--- src/rtl/etpe_pkg.sv ---
// Package for the encoder / range position estimator.
// Holds field widths, opcodes, register indexes and the divider request/response types.
// No dependencies.
`timescale 1ns / 1ps

package etpe_pkg;

  // Field widths
  localparam int OP_W    = 2;
  localparam int ENC_W   = 32;
  localparam int RNG_W   = 16;
  localparam int INTV_W  = 20;
  localparam int POS_W   = 32;
  localparam int VEL_W   = 32;
  localparam int MPC_W   = 24;
  localparam int THR_W   = 24;
  localparam int GAIN_W  = 17;
  localparam int ADDR_W  = 5;
  localparam int DATA_W  = 32;

  // Shared multiplier operand and product widths
  localparam int MUL_A_W = 35;
  localparam int MUL_B_W = 24;
  localparam int PROD_W  = MUL_A_W + MUL_B_W;

  // Divider dividend magnitude width (|mm| <= 2^33 times 10^6 fits)
  localparam int DIV_MAG_W = 54;

  // Opcodes
  localparam logic [OP_W-1:0] OP_UPDATE = 2'd0;
  localparam logic [OP_W-1:0] OP_FORCE  = 2'd1;
  localparam logic [OP_W-1:0] OP_RESYNC = 2'd2;

  // Register indexes
  localparam logic [2:0] REG_MODE     = 3'd0;
  localparam logic [2:0] REG_MIN_RNG  = 3'd1;
  localparam logic [2:0] REG_MPC      = 3'd2;
  localparam logic [2:0] REG_SLIP_THR = 3'd3;
  localparam logic [2:0] REG_NGAIN    = 3'd4;
  localparam logic [2:0] REG_RGAIN    = 3'd5;

  // Reset values of the registers
  localparam logic [MPC_W-1:0]  MPC_RST   = 24'd65536;
  localparam logic [THR_W-1:0]  THR_RST   = 24'd2560;
  localparam logic [GAIN_W-1:0] NGAIN_RST = 17'd6554;
  localparam logic [GAIN_W-1:0] RGAIN_RST = 17'd32768;
  localparam logic [GAIN_W-1:0] GAIN_ONE  = 17'd65536;

  // Divider request
  typedef struct packed {
    logic                 start;
    logic                 neg;
    logic [DIV_MAG_W-1:0] mag;
    logic [INTV_W-1:0]    divisor;
  } div_req_t;

  // Divider response: quotient already signed and saturated
  typedef struct packed {
    logic                    done;
    logic signed [VEL_W-1:0] quot;
  } div_rsp_t;

endpackage

--- src/rtl/etpe_div.sv ---
// Serial restoring divider: signed dividend magnitude over an unsigned interval.
// One quotient bit per cycle, 32 steps; truncates toward zero, saturates to 32 bits.
// Depends on etpe_pkg.
`timescale 1ns / 1ps

module etpe_div (
  input  logic                clk,
  input  logic                rst_n,
  input  etpe_pkg::div_req_t  req,
  output etpe_pkg::div_rsp_t  rsp
);

  localparam int CNT_W = $clog2(etpe_pkg::VEL_W);
  localparam int HI_W  = etpe_pkg::DIV_MAG_W - etpe_pkg::VEL_W;

  logic                            busy_r;
  logic                            done_r;
  logic                            ovf_r;
  logic                            neg_r;
  logic [CNT_W-1:0]                cnt_r;
  logic [etpe_pkg::INTV_W-1:0]     d_r;
  logic [etpe_pkg::INTV_W-1:0]     rem_r;
  logic [etpe_pkg::VEL_W-1:0]      lo_r;

  logic [HI_W-1:0]                 hi;
  logic                            ovf;
  logic [etpe_pkg::INTV_W:0]       trial;
  logic                            ge;
  logic [etpe_pkg::INTV_W:0]       diff;

  // Quotient overflows 32 bits when the high part already reaches the divisor
  assign hi  = req.mag[etpe_pkg::DIV_MAG_W-1:etpe_pkg::VEL_W];
  assign ovf = hi >= HI_W'(req.divisor);

  // One restoring step
  assign trial = {rem_r, lo_r[etpe_pkg::VEL_W-1]};
  assign ge    = trial >= {1'b0, d_r};
  assign diff  = trial - {1'b0, d_r};

  // Control
  always_ff @(posedge clk) begin
    if (!rst_n) begin
      busy_r <= 1'b0;
      done_r <= 1'b0;
      cnt_r  <= '0;
    end else begin
      done_r <= 1'b0;
      if (req.start) begin
        busy_r <= 1'b1;
        cnt_r  <= '0;
      end else if (busy_r) begin
        if (ovf_r || cnt_r == CNT_W'(etpe_pkg::VEL_W - 1)) begin
          busy_r <= 1'b0;
          done_r <= 1'b1;
        end
        cnt_r <= cnt_r + 1'b1;
      end
    end
  end

  // Datapath
  always_ff @(posedge clk) begin
    if (req.start) begin
      ovf_r <= ovf;
      neg_r <= req.neg;
      d_r   <= req.divisor;
      rem_r <= hi[etpe_pkg::INTV_W-1:0];
      lo_r  <= req.mag[etpe_pkg::VEL_W-1:0];
    end else if (busy_r && !ovf_r) begin
      rem_r <= ge ? diff[etpe_pkg::INTV_W-1:0] : trial[etpe_pkg::INTV_W-1:0];
      lo_r  <= {lo_r[etpe_pkg::VEL_W-2:0], ge};
    end
  end

  // Apply sign and saturate
  always_comb begin
    rsp.done = done_r;
    if (neg_r) begin
      if (ovf_r || lo_r[etpe_pkg::VEL_W-1]) begin
        rsp.quot = {1'b1, {(etpe_pkg::VEL_W-1){1'b0}}};
      end else begin
        rsp.quot = -$signed(lo_r);
      end
    end else begin
      if (ovf_r || lo_r[etpe_pkg::VEL_W-1]) begin
        rsp.quot = {1'b0, {(etpe_pkg::VEL_W-1){1'b1}}};
      end else begin
        rsp.quot = $signed(lo_r);
      end
    end
  end

endmodule

--- src/rtl/encoder_tof_position_estimator_core.sv ---
// Top level of the encoder / time-of-flight position estimator.
// Sequencer around one shared signed multiplier; uses etpe_pkg and etpe_div.
//
//   port group   dir   handshake                       payload
//   in_*         in    in_valid / in_ready             opcode, count, range, interval, force
//   out_*        out   out_valid / out_ready           position, velocity, range, flags
//   APB          in    psel, penable, pwrite, pready   paddr, pwdata, prdata
//
// In fusion mode an update item spends most of its time in the 32-step serial
// divider for velocity, plus up to three passes through the multiplier.
// Force, resync and unused opcodes go from idle straight to the output step. in_ready is high only in idle.
// A finished item sits in the output register; the next item is taken meanwhile,
// and the sequencer holds its last step while that register is still full.
// Reset is synchronous: estimator state clears and registers take their defaults.
`timescale 1ns / 1ps

module encoder_tof_position_estimator_core (
  input  logic                                  clk,
  input  logic                                  rst_n,
  // Input items
  input  logic                                  in_valid,
  output logic                                  in_ready,
  input  logic [etpe_pkg::OP_W-1:0]             in_opcode,
  input  logic signed [etpe_pkg::ENC_W-1:0]     in_encoder_count,
  input  logic                                  in_range_flag,
  input  logic [etpe_pkg::RNG_W-1:0]            in_range_mm,
  input  logic [etpe_pkg::INTV_W-1:0]           in_interval_us,
  input  logic signed [etpe_pkg::POS_W-1:0]     in_forced_position,
  // Result items
  output logic                                  out_valid,
  input  logic                                  out_ready,
  output logic signed [etpe_pkg::POS_W-1:0]     out_position,
  output logic signed [etpe_pkg::VEL_W-1:0]     out_velocity,
  output logic [etpe_pkg::RNG_W-1:0]            out_latest_range_mm,
  output logic                                  out_range_accepted,
  output logic                                  out_slip_flag,
  // Configuration
  input  logic                                  psel,
  input  logic                                  penable,
  input  logic                                  pwrite,
  input  logic [etpe_pkg::ADDR_W-1:0]           paddr,
  input  logic [etpe_pkg::DATA_W-1:0]           pwdata,
  output logic [etpe_pkg::DATA_W-1:0]           prdata,
  output logic                                  pready
);

  localparam int SUM_W  = 52;
  localparam int DMM_W  = etpe_pkg::PROD_W - 8;
  localparam int CORR_W = etpe_pkg::PROD_W - 16;
  localparam int ERR_W  = 34;

  localparam logic [3:0] S_IDLE = 4'd0;
  localparam logic [3:0] S_RNG  = 4'd1;
  localparam logic [3:0] S_ENC  = 4'd2;
  localparam logic [3:0] S_POS  = 4'd3;
  localparam logic [3:0] S_VMUL = 4'd4;
  localparam logic [3:0] S_DIV  = 4'd5;
  localparam logic [3:0] S_DIVW = 4'd6;
  localparam logic [3:0] S_ERR  = 4'd7;
  localparam logic [3:0] S_CMUL = 4'd8;
  localparam logic [3:0] S_CPOS = 4'd9;
  localparam logic [3:0] S_OUT  = 4'd10;

  localparam logic signed [DMM_W-1:0] MM_LIM = DMM_W'(64'sd8589934592);
  localparam logic signed [etpe_pkg::MUL_B_W-1:0] VEL_SCALE = 24'sd1000000;

  // Saturate a wide sum to 32 bits
  function automatic logic signed [etpe_pkg::POS_W-1:0] sat32(
    input logic signed [SUM_W-1:0] x
  );
    logic hi_same;
    hi_same = (x[SUM_W-1:etpe_pkg::POS_W-1] == '0) ||
              (x[SUM_W-1:etpe_pkg::POS_W-1] == '1);
    if (hi_same) begin
      sat32 = x[etpe_pkg::POS_W-1:0];
    end else if (x[SUM_W-1]) begin
      sat32 = {1'b1, {(etpe_pkg::POS_W-1){1'b0}}};
    end else begin
      sat32 = {1'b0, {(etpe_pkg::POS_W-1){1'b1}}};
    end
  endfunction

  // Configuration registers
  logic                              mode_r;
  logic [etpe_pkg::RNG_W-1:0]        min_rng_r;
  logic signed [etpe_pkg::MPC_W-1:0] mpc_r;
  logic [etpe_pkg::THR_W-1:0]        thr_r;
  logic [etpe_pkg::GAIN_W-1:0]       ngain_r;
  logic [etpe_pkg::GAIN_W-1:0]       rgain_r;
  logic                              cfg_wr;

  // Sequencer and estimator state
  logic [3:0]                        state_r, state_nxt;
  logic signed [etpe_pkg::POS_W-1:0] pos_r, pos_nxt;
  logic signed [etpe_pkg::VEL_W-1:0] vel_r, vel_nxt;
  logic [etpe_pkg::ENC_W-1:0]        penc_r, penc_nxt;
  logic                              seen_r, seen_nxt;
  logic [etpe_pkg::RNG_W-1:0]        prng_r, prng_nxt;
  logic                              prng_ok_r, prng_ok_nxt;
  logic                              slip_r, slip_nxt;
  logic                              out_valid_r, out_valid_nxt;

  // Item and work registers
  logic [etpe_pkg::ENC_W-1:0]          enc_r;
  logic [etpe_pkg::RNG_W-1:0]          rng_r;
  logic [etpe_pkg::INTV_W-1:0]         intv_r;
  logic                                acc_r, acc_nxt;
  logic signed [etpe_pkg::MUL_A_W-1:0] mm_r, mm_nxt;
  logic signed [ERR_W-1:0]             err_r, err_nxt;
  logic [etpe_pkg::GAIN_W-1:0]         gain_r, gain_nxt;
  logic signed [etpe_pkg::PROD_W-1:0]  prod_r;

  // Output registers
  logic signed [etpe_pkg::POS_W-1:0] out_pos_r;
  logic signed [etpe_pkg::VEL_W-1:0] out_vel_r;
  logic [etpe_pkg::RNG_W-1:0]        out_rng_r;
  logic                              out_acc_r;
  logic                              out_slip_r;

  // Shared multiplier operands
  logic signed [etpe_pkg::MUL_A_W-1:0] mul_a;
  logic signed [etpe_pkg::MUL_B_W-1:0] mul_b;
  logic signed [etpe_pkg::PROD_W-1:0]  prod_nxt;

  logic                                in_acc;
  logic                                out_load;
  logic                                intv_zero;
  logic [etpe_pkg::ENC_W-1:0]          delta;
  logic signed [etpe_pkg::PROD_W-1:0]  rnd;
  logic signed [DMM_W-1:0]             dmm;
  logic signed [CORR_W-1:0]            corr;
  logic signed [etpe_pkg::RNG_W:0]     rdiff;
  logic signed [ERR_W-1:0]             err;
  logic [ERR_W-1:0]                    err_mag;
  logic                                slip_now;
  logic [etpe_pkg::GAIN_W-1:0]         gain_sel;

  etpe_pkg::div_req_t div_req;
  etpe_pkg::div_rsp_t div_rsp;

  etpe_div u_div (
    .clk   (clk),
    .rst_n (rst_n),
    .req   (div_req),
    .rsp   (div_rsp)
  );

  // Configuration port
  assign pready = 1'b1;
  assign cfg_wr = psel & penable & pwrite;

  always_ff @(posedge clk) begin
    if (!rst_n) begin
      mode_r    <= 1'b0;
      min_rng_r <= '0;
      mpc_r     <= etpe_pkg::MPC_RST;
      thr_r     <= etpe_pkg::THR_RST;
      ngain_r   <= etpe_pkg::NGAIN_RST;
      rgain_r   <= etpe_pkg::RGAIN_RST;
    end else if (cfg_wr) begin
      case (paddr[4:2])
        etpe_pkg::REG_MODE:     mode_r    <= pwdata[0];
        etpe_pkg::REG_MIN_RNG:  min_rng_r <= pwdata[etpe_pkg::RNG_W-1:0];
        etpe_pkg::REG_MPC:      mpc_r     <= pwdata[etpe_pkg::MPC_W-1:0];
        etpe_pkg::REG_SLIP_THR: thr_r     <= pwdata[etpe_pkg::THR_W-1:0];
        etpe_pkg::REG_NGAIN:    ngain_r   <= pwdata[etpe_pkg::GAIN_W-1:0];
        etpe_pkg::REG_RGAIN:    rgain_r   <= pwdata[etpe_pkg::GAIN_W-1:0];
        default: ;
      endcase
    end
  end

  // Register readback
  always_comb begin
    case (paddr[4:2])
      etpe_pkg::REG_MODE:     prdata = {31'd0, mode_r};
      etpe_pkg::REG_MIN_RNG:  prdata = {16'd0, min_rng_r};
      etpe_pkg::REG_MPC:      prdata = {8'd0, mpc_r};
      etpe_pkg::REG_SLIP_THR: prdata = {8'd0, thr_r};
      etpe_pkg::REG_NGAIN:    prdata = {15'd0, ngain_r};
      etpe_pkg::REG_RGAIN:    prdata = {15'd0, rgain_r};
      default:                prdata = '0;
    endcase
  end

  // Handshake
  assign in_ready  = (state_r == S_IDLE);
  assign in_acc    = in_valid & in_ready;
  assign out_valid = out_valid_r;
  assign out_load  = (state_r == S_OUT) && (!out_valid_r || out_ready);
  assign intv_zero = (intv_r == '0);

  // Datapath pieces shared across steps
  assign delta = seen_r ? (enc_r - penc_r) : '0;
  assign rnd   = prod_r + ((state_r == S_CPOS) ? etpe_pkg::PROD_W'(32768)
                                                : etpe_pkg::PROD_W'(128));
  assign dmm   = rnd[etpe_pkg::PROD_W-1:8];
  assign corr  = rnd[etpe_pkg::PROD_W-1:16];
  assign rdiff = $signed({1'b0, rng_r}) - $signed({1'b0, prng_r});
  assign err   = $signed({10'd0, rng_r, 8'd0}) - ERR_W'(pos_r);
  assign err_mag  = err[ERR_W-1] ? ERR_W'(-err) : ERR_W'(err);
  assign slip_now = err_mag > ERR_W'(thr_r);

  always_comb begin
    gain_sel = slip_now ? rgain_r : ngain_r;
    if (gain_sel > etpe_pkg::GAIN_ONE) begin
      gain_sel = etpe_pkg::GAIN_ONE;
    end
  end

  // Shared multiplier, registered
  assign prod_nxt = mul_a * mul_b;

  // Divider request: dividend is the registered velocity product
  always_comb begin
    div_req.start   = (state_r == S_DIV);
    div_req.neg     = prod_r[etpe_pkg::PROD_W-1];
    div_req.mag     = prod_r[etpe_pkg::PROD_W-1] ?
                      etpe_pkg::DIV_MAG_W'(-prod_r) : etpe_pkg::DIV_MAG_W'(prod_r);
    div_req.divisor = intv_r;
  end

  // Sequencer
  always_comb begin
    state_nxt     = state_r;
    pos_nxt       = pos_r;
    vel_nxt       = vel_r;
    penc_nxt      = penc_r;
    seen_nxt      = seen_r;
    prng_nxt      = prng_r;
    prng_ok_nxt   = prng_ok_r;
    slip_nxt      = slip_r;
    acc_nxt       = acc_r;
    mm_nxt        = mm_r;
    err_nxt       = err_r;
    gain_nxt      = gain_r;
    mul_a         = '0;
    mul_b         = '0;
    out_valid_nxt = out_valid_r;

    if (out_valid_r && out_ready) begin
      out_valid_nxt = 1'b0;
    end

    case (state_r)
      S_IDLE: begin
        if (in_valid) begin
          acc_nxt   = 1'b0;
          state_nxt = S_OUT;
          case (in_opcode)
            etpe_pkg::OP_UPDATE: begin
              acc_nxt   = in_range_flag && (in_range_mm >= min_rng_r);
              state_nxt = mode_r ? S_RNG : S_ENC;
            end
            etpe_pkg::OP_FORCE: begin
              pos_nxt  = in_forced_position;
              vel_nxt  = '0;
              slip_nxt = 1'b0;
            end
            etpe_pkg::OP_RESYNC: begin
              penc_nxt = in_encoder_count;
              seen_nxt = 1'b1;
            end
            default: ;
          endcase
        end
      end
      // Range-only: position from the reading, velocity from successive readings
      S_RNG: begin
        prng_ok_nxt = acc_r;
        slip_nxt    = 1'b0;
        vel_nxt     = '0;
        state_nxt   = S_OUT;
        if (acc_r) begin
          pos_nxt  = $signed({8'd0, rng_r, 8'd0});
          prng_nxt = rng_r;
          if (prng_ok_r && !intv_zero) begin
            mm_nxt    = etpe_pkg::MUL_A_W'($signed({rdiff, 8'd0}));
            state_nxt = S_VMUL;
          end
        end
      end
      // Fusion: scale the wrapped encoder delta
      S_ENC: begin
        mul_a       = etpe_pkg::MUL_A_W'($signed(delta));
        mul_b       = mpc_r;
        penc_nxt    = enc_r;
        seen_nxt    = 1'b1;
        prng_ok_nxt = acc_r;
        slip_nxt    = 1'b0;
        state_nxt   = S_POS;
      end
      // Integrate the rounded delta, clamp it for the velocity
      S_POS: begin
        pos_nxt = sat32(SUM_W'(pos_r) + SUM_W'(dmm));
        vel_nxt = '0;
        if (dmm > MM_LIM) begin
          mm_nxt = etpe_pkg::MUL_A_W'(MM_LIM);
        end else if (dmm < -MM_LIM) begin
          mm_nxt = etpe_pkg::MUL_A_W'(-MM_LIM);
        end else begin
          mm_nxt = dmm[etpe_pkg::MUL_A_W-1:0];
        end
        if (!intv_zero) begin
          state_nxt = S_VMUL;
        end else begin
          state_nxt = acc_r ? S_ERR : S_OUT;
        end
      end
      S_VMUL: begin
        mul_a     = mm_r;
        mul_b     = VEL_SCALE;
        state_nxt = S_DIV;
      end
      S_DIV: begin
        state_nxt = S_DIVW;
      end
      // Wait for the quotient
      S_DIVW: begin
        if (div_rsp.done) begin
          vel_nxt   = div_rsp.quot;
          state_nxt = (!mode_r && acc_r) ? S_ERR : S_OUT;
        end
      end
      // Range error, slip decision and gain choice
      S_ERR: begin
        prng_nxt  = rng_r;
        slip_nxt  = slip_now;
        err_nxt   = err;
        gain_nxt  = gain_sel;
        state_nxt = S_CMUL;
      end
      S_CMUL: begin
        mul_a     = etpe_pkg::MUL_A_W'(err_r);
        mul_b     = etpe_pkg::MUL_B_W'($signed({1'b0, gain_r}));
        state_nxt = S_CPOS;
      end
      // Apply the rounded correction
      S_CPOS: begin
        pos_nxt   = sat32(SUM_W'(pos_r) + SUM_W'(corr));
        state_nxt = S_OUT;
      end
      // Hand the item to the output register
      S_OUT: begin
        if (!out_valid_r || out_ready) begin
          out_valid_nxt = 1'b1;
          state_nxt     = S_IDLE;
        end
      end
      default: begin
        state_nxt = S_IDLE;
      end
    endcase
  end

  // Control and estimator state
  always_ff @(posedge clk) begin
    if (!rst_n) begin
      state_r     <= S_IDLE;
      pos_r       <= '0;
      vel_r       <= '0;
      penc_r      <= '0;
      seen_r      <= 1'b0;
      prng_r      <= '0;
      prng_ok_r   <= 1'b0;
      slip_r      <= 1'b0;
      out_valid_r <= 1'b0;
    end else begin
      state_r     <= state_nxt;
      pos_r       <= pos_nxt;
      vel_r       <= vel_nxt;
      penc_r      <= penc_nxt;
      seen_r      <= seen_nxt;
      prng_r      <= prng_nxt;
      prng_ok_r   <= prng_ok_nxt;
      slip_r      <= slip_nxt;
      out_valid_r <= out_valid_nxt;
    end
  end

  // Payload registers
  always_ff @(posedge clk) begin
    if (in_acc) begin
      enc_r  <= in_encoder_count;
      rng_r  <= in_range_mm;
      intv_r <= in_interval_us;
    end
    acc_r  <= acc_nxt;
    mm_r   <= mm_nxt;
    err_r  <= err_nxt;
    gain_r <= gain_nxt;
    prod_r <= prod_nxt;
    if (out_load) begin
      out_pos_r  <= pos_r;
      out_vel_r  <= vel_r;
      out_rng_r  <= prng_r;
      out_acc_r  <= acc_r;
      out_slip_r <= slip_r;
    end
  end

  assign out_position        = out_pos_r;
  assign out_velocity        = out_vel_r;
  assign out_latest_range_mm = out_rng_r;
  assign out_range_accepted  = out_acc_r;
  assign out_slip_flag       = out_slip_r;

endmodule
--- config.mk ---
export PLATFORM = sky130hd
export DESIGN_NAME = encoder_tof_position_estimator_core
export DESIGN_NICKNAME = d
export VERILOG_FILES = /design/src/rtl/etpe_pkg.sv /design/src/rtl/etpe_div.sv /design/src/rtl/encoder_tof_position_estimator_core.sv
export SDC_FILE = /design/constraint.sdc
export NUM_CORES = 2
export LEC_CHECK = 0
export ABC_AREA = 1
export BUFFER_PORTS_ARGS = -buffer_cell sky130_fd_sc_hd__buf_2
export CAP_MARGIN = 10
export CORE_MARGIN = 2
export CORE_UTILIZATION = 45
export CTS_BUF_LIST = sky130_fd_sc_hd__clkbuf_4 sky130_fd_sc_hd__clkbuf_8 sky130_fd_sc_hd__clkbuf_16
export DETAILED_ROUTE_END_ITERATION = 12
export GPL_TIMING_DRIVEN = 0
export SLEW_MARGIN = 20
export SYNTH_ARGS = -nofsm -noshare
export SYNTH_HDL_FRONTEND = slang
export SYNTH_SLANG_ARGS = --single-unit
export TNS_END_PERCENT = 50
--- constraint.sdc ---
create_clock -name clk -period 27 [get_ports clk]
set_input_delay 1.35 -clock clk [delete_from_list [all_inputs] [get_ports clk]]
set_output_delay 1.35 -clock clk [all_outputs]
set_load 0.02 [all_outputs]
==> flow_summary.json <==
{
  "nNetsFinal": 10714,
  "largest_reg_flops": 59,
  "critical-path-max-stage-delay_ns": 0.80,
  "power_mw": 6.44,
  "syn_area_um2": 69200,
  "via_per_inst": 5.52,
  "p_leak_nw": 35.3,
  "finalSetupViolations": 0,
  "endpoint_kind": "register",
  "async_flop_share_pct": 0,
  "cts-buffers-inserted": 71,
  "rows": 143,
  "worstSkewPairLatency_ns": 0.71,
  "reg.largest.list": "prod_r: 59 flops, mm_r: 35 flops, err_r: 33 flops",
  "yosys_warnings": 0,
  "cts_sinks": 595,
  "final_hold_viol_count": 0,
  "initial_utilization_pct": 45.4,
  "post-route-min-period_ns": 12.39,
  "grt_max_degree": 32,
  "ios": 264,
  "overflow": 0,
  "synthCells": 8977,
  "worstPathRequired_ns": 27.56,
  "ctsResizeCount": 0,
  "drtIter0Drc": 6417,
  "core_area_um2": 152000,
  "finalWirelength_um": 278000,
  "grt_first_pass_wirelength_um": 404000,
  "slew_headroom_pct": 13.7,
  "synth.distinct_cells": 69,
  "crit_type": "reg2reg",
  "synthTopCellsByArea": "fa_1 25%, edfxtp_1 13%, inv_1 10%, nand2_1 9.8%, dfxtp_1 8.2%",
  "num_vias": 63103,
  "ctsHtreeMaxLevel": 3,
  "drive_gt1_share_pct": 5.95,
  "drv_cap": 0,
  "port_buffers": 243,
  "cp.arrival_ns": 12.95,
  "drv_slew": 0,
  "drc": 0,
  "track_usage_pct": 35.1,
  "num-fill-cells": 15190,
  "top_register": "prod_r",
  "startpoint_type": "register",
  "drtAntennaViolNets": 0,
  "fin_crit_sh_pct": 45.9,
  "fp.dieW_um": 396,
  "yosys.area.top_type_share_pct": 24.7,
  "antenna_found_initial": 16,
  "clockRootBuffer": "clkbuf_16",
  "dieHeight_um": 396,
  "ir_drop_v": 0.0000697,
  "clock_path_buffers": 3,
  "tightest_slew_ns": 1.29,
  "first_pass_iters": 7,
  "avgSynthCellArea_um2": 7.71,
  "finClkSkew_ns": 0.0714,
  "synth_area_leader_cell": "fa_1",
  "clock.fmax_ghz": 0.0807,
  "status": "finished clean",
  "cp_max_fo": 10,
  "dp_hpwl_um": 234000,
  "yosys_register_bits": 595,
  "grt_pass1_vias": 62120,
  "power_density_nw_per_um2": 84.7,
  "rsz0062_at_grt": "no",
  "clk_pin_slew_ns": 0.06,
  "gp_congestion": 1.02,
  "hold_buffers": 0,
  "cts_tree": "yes",
  "synth_edf_count": 310,
  "worst_hold_path_type": "reg2reg",
  "final.setup.tns_ns": 0,
  "critPathSlowestCell": "o21ai_0",
  "synth_ff_type": "edfxtp_1",
  "ys_seq_area_share_pct": 21.7,
  "cts_setup_buffers": 0,
  "syn2layout_area_growth_pct": 9.95,
  "wire_per_inst_um": 24.3,
  "dieArea_um2": 157000
}
## through the flow
stage	instances	util (%)	instance area, µm²	worst slack, ns	hold WS, ns
detailed placement	11282	48.3	73500	14.86	0.412
floorplan	8984	-	69200	17.71	0.402
CTS	11413	49.9	76000	14.78	0.423
finish	11423	50.0	76100	14.61	0.425
global placement	11257	47.9	73000	14.97	0.417
global route	11417	50.0	76100	13.96	0.440
## layout make-up
type	instances	area, µm²	share of cell area [%]
clock inverters	40	529	0.696
well taps	2030	2540	3.34
plain buffers	294	1190	1.57
diodes	10	25.0	0.0329
flip-flops and latches	595	15000	19.7
inverters	1895	7110	9.35
clock buffers	91	1960	2.58
multi-input cells	6200	46100	60.5
repair buffers	268	1640	2.15
## worst paths after layout
check,from,endpoint,slack (ns),cells past startpoint
max,state_r[2],prod_r[50],14.61,36
min,vel_r[11],out_velocity[11],0.43,0
max reg2reg,state_r[2],prod_r[50],14.61,36
min reg2reg,vel_r[11],out_velocity[11],0.43,0
## cell families after synthesis
group	share of synthesized area (%)
buffers and inverters	12.0
adders and majority gates	31.7
other	0.0109
and+or+nand+nor	19.7
DFF	21.7
xor gates and xnor gates	3.87
AOI/OAI and AO/OA	11.0
## cell usage after synthesis (all sizes together) (13+ instances only)
| library cell | instances |
|---|---|
| nand4 | 100 |
| o21a | 25 |
| a221oi | 19 |
| nand2 | 1836 |
| buf | 39 |
| a21oi | 538 |
| clkbuf | 255 |
| o21bai | 27 |
| o221ai | 14 |
| o22ai | 22 |
| xnor2 | 80 |
| nand3 | 292 |
| nor2 | 873 |
| xor2 | 226 |
| a22o | 30 |
| clkinv | 25 |
| o211ai | 20 |
| a21boi | 14 |
| o31ai | 13 |
| nor3 | 99 |
| inv | 1870 |
| edfxtp | 310 |
| o21ai | 469 |
| or2 | 17 |
| fa | 854 |
| a21o | 29 |
| nand3b | 16 |
| nor4 | 48 |
| ha | 388 |
| dfxtp | 285 |
| a31oi | 90 |
## layer usage
| layer | global-route usage (%) | share of wire, % | wire (µm) | up-vias |
|---|---|---|---|---|
| met1 | 47.8 | 42 | 116000 | 30764 |
| met2 | 53.6 | 43 | 120000 | 2970 |
| li1 | - | - | - | 28772 |
| met3 | 7.27 | 9.5 | 26500 | 587 |
| met4 | 16.2 | 5.4 | 14900 | 10 |
| met5 | 0 | 0.022 | 60 | - |
## critical path, delay by kind of cell, from the launching register on
| family | cells | cell delay [ns] |
|---|---|---|
| AOI/OAI and AO/OA | 10 | 3.03 |
| xor gates and xnor gates | 1 | 0.20 |
| adders and majority gates | 8 | 3.50 |
| buffers and inverters | 8 | 2.26 |
| DFF | 1 | 0.35 |
| and+or+nand+nor | 9 | 2.84 |
## report_power, final
part	switching, mW	internal (mW)	leakage (nW)
Combinational	2.86	1.18	28.9
Clock	0.438	0.587	1.22
Sequential	0.234	1.14	5.18
## placed cells by master (no fill, tap or decap), types with 24 or more instances in the layout
cell type / Yosys / routed
a21o_1: 29 / 29
a31oi_1: 89 / 88
nor4_1: 48 / 48
a22o_1: 30 / 30
o21a_1: 25 / 24
clkbuf_1: 254 / 251
o21bai_1: 27 / 27
clkinv_1: 25 / 29
buf_2: 7 / 250
nand2_1: 1814 / 1814
o21ai_0: 457 / 455
xnor2_1: 80 / 79
inv_1: 1851 / 1851
nand3_1: 285 / 285
dfxtp_1: 285 / 284
nand4_1: 98 / 98
fa_1: 854 / 854
nor3_1: 97 / 96
nor2_1: 847 / 843
clkbuf_16: 0 / 72
edfxtp_1: 310 / 310
a21oi_1: 527 / 527
xor2_1: 226 / 224
ha_1: 388 / 387
(Power assumes the default switching activity.)
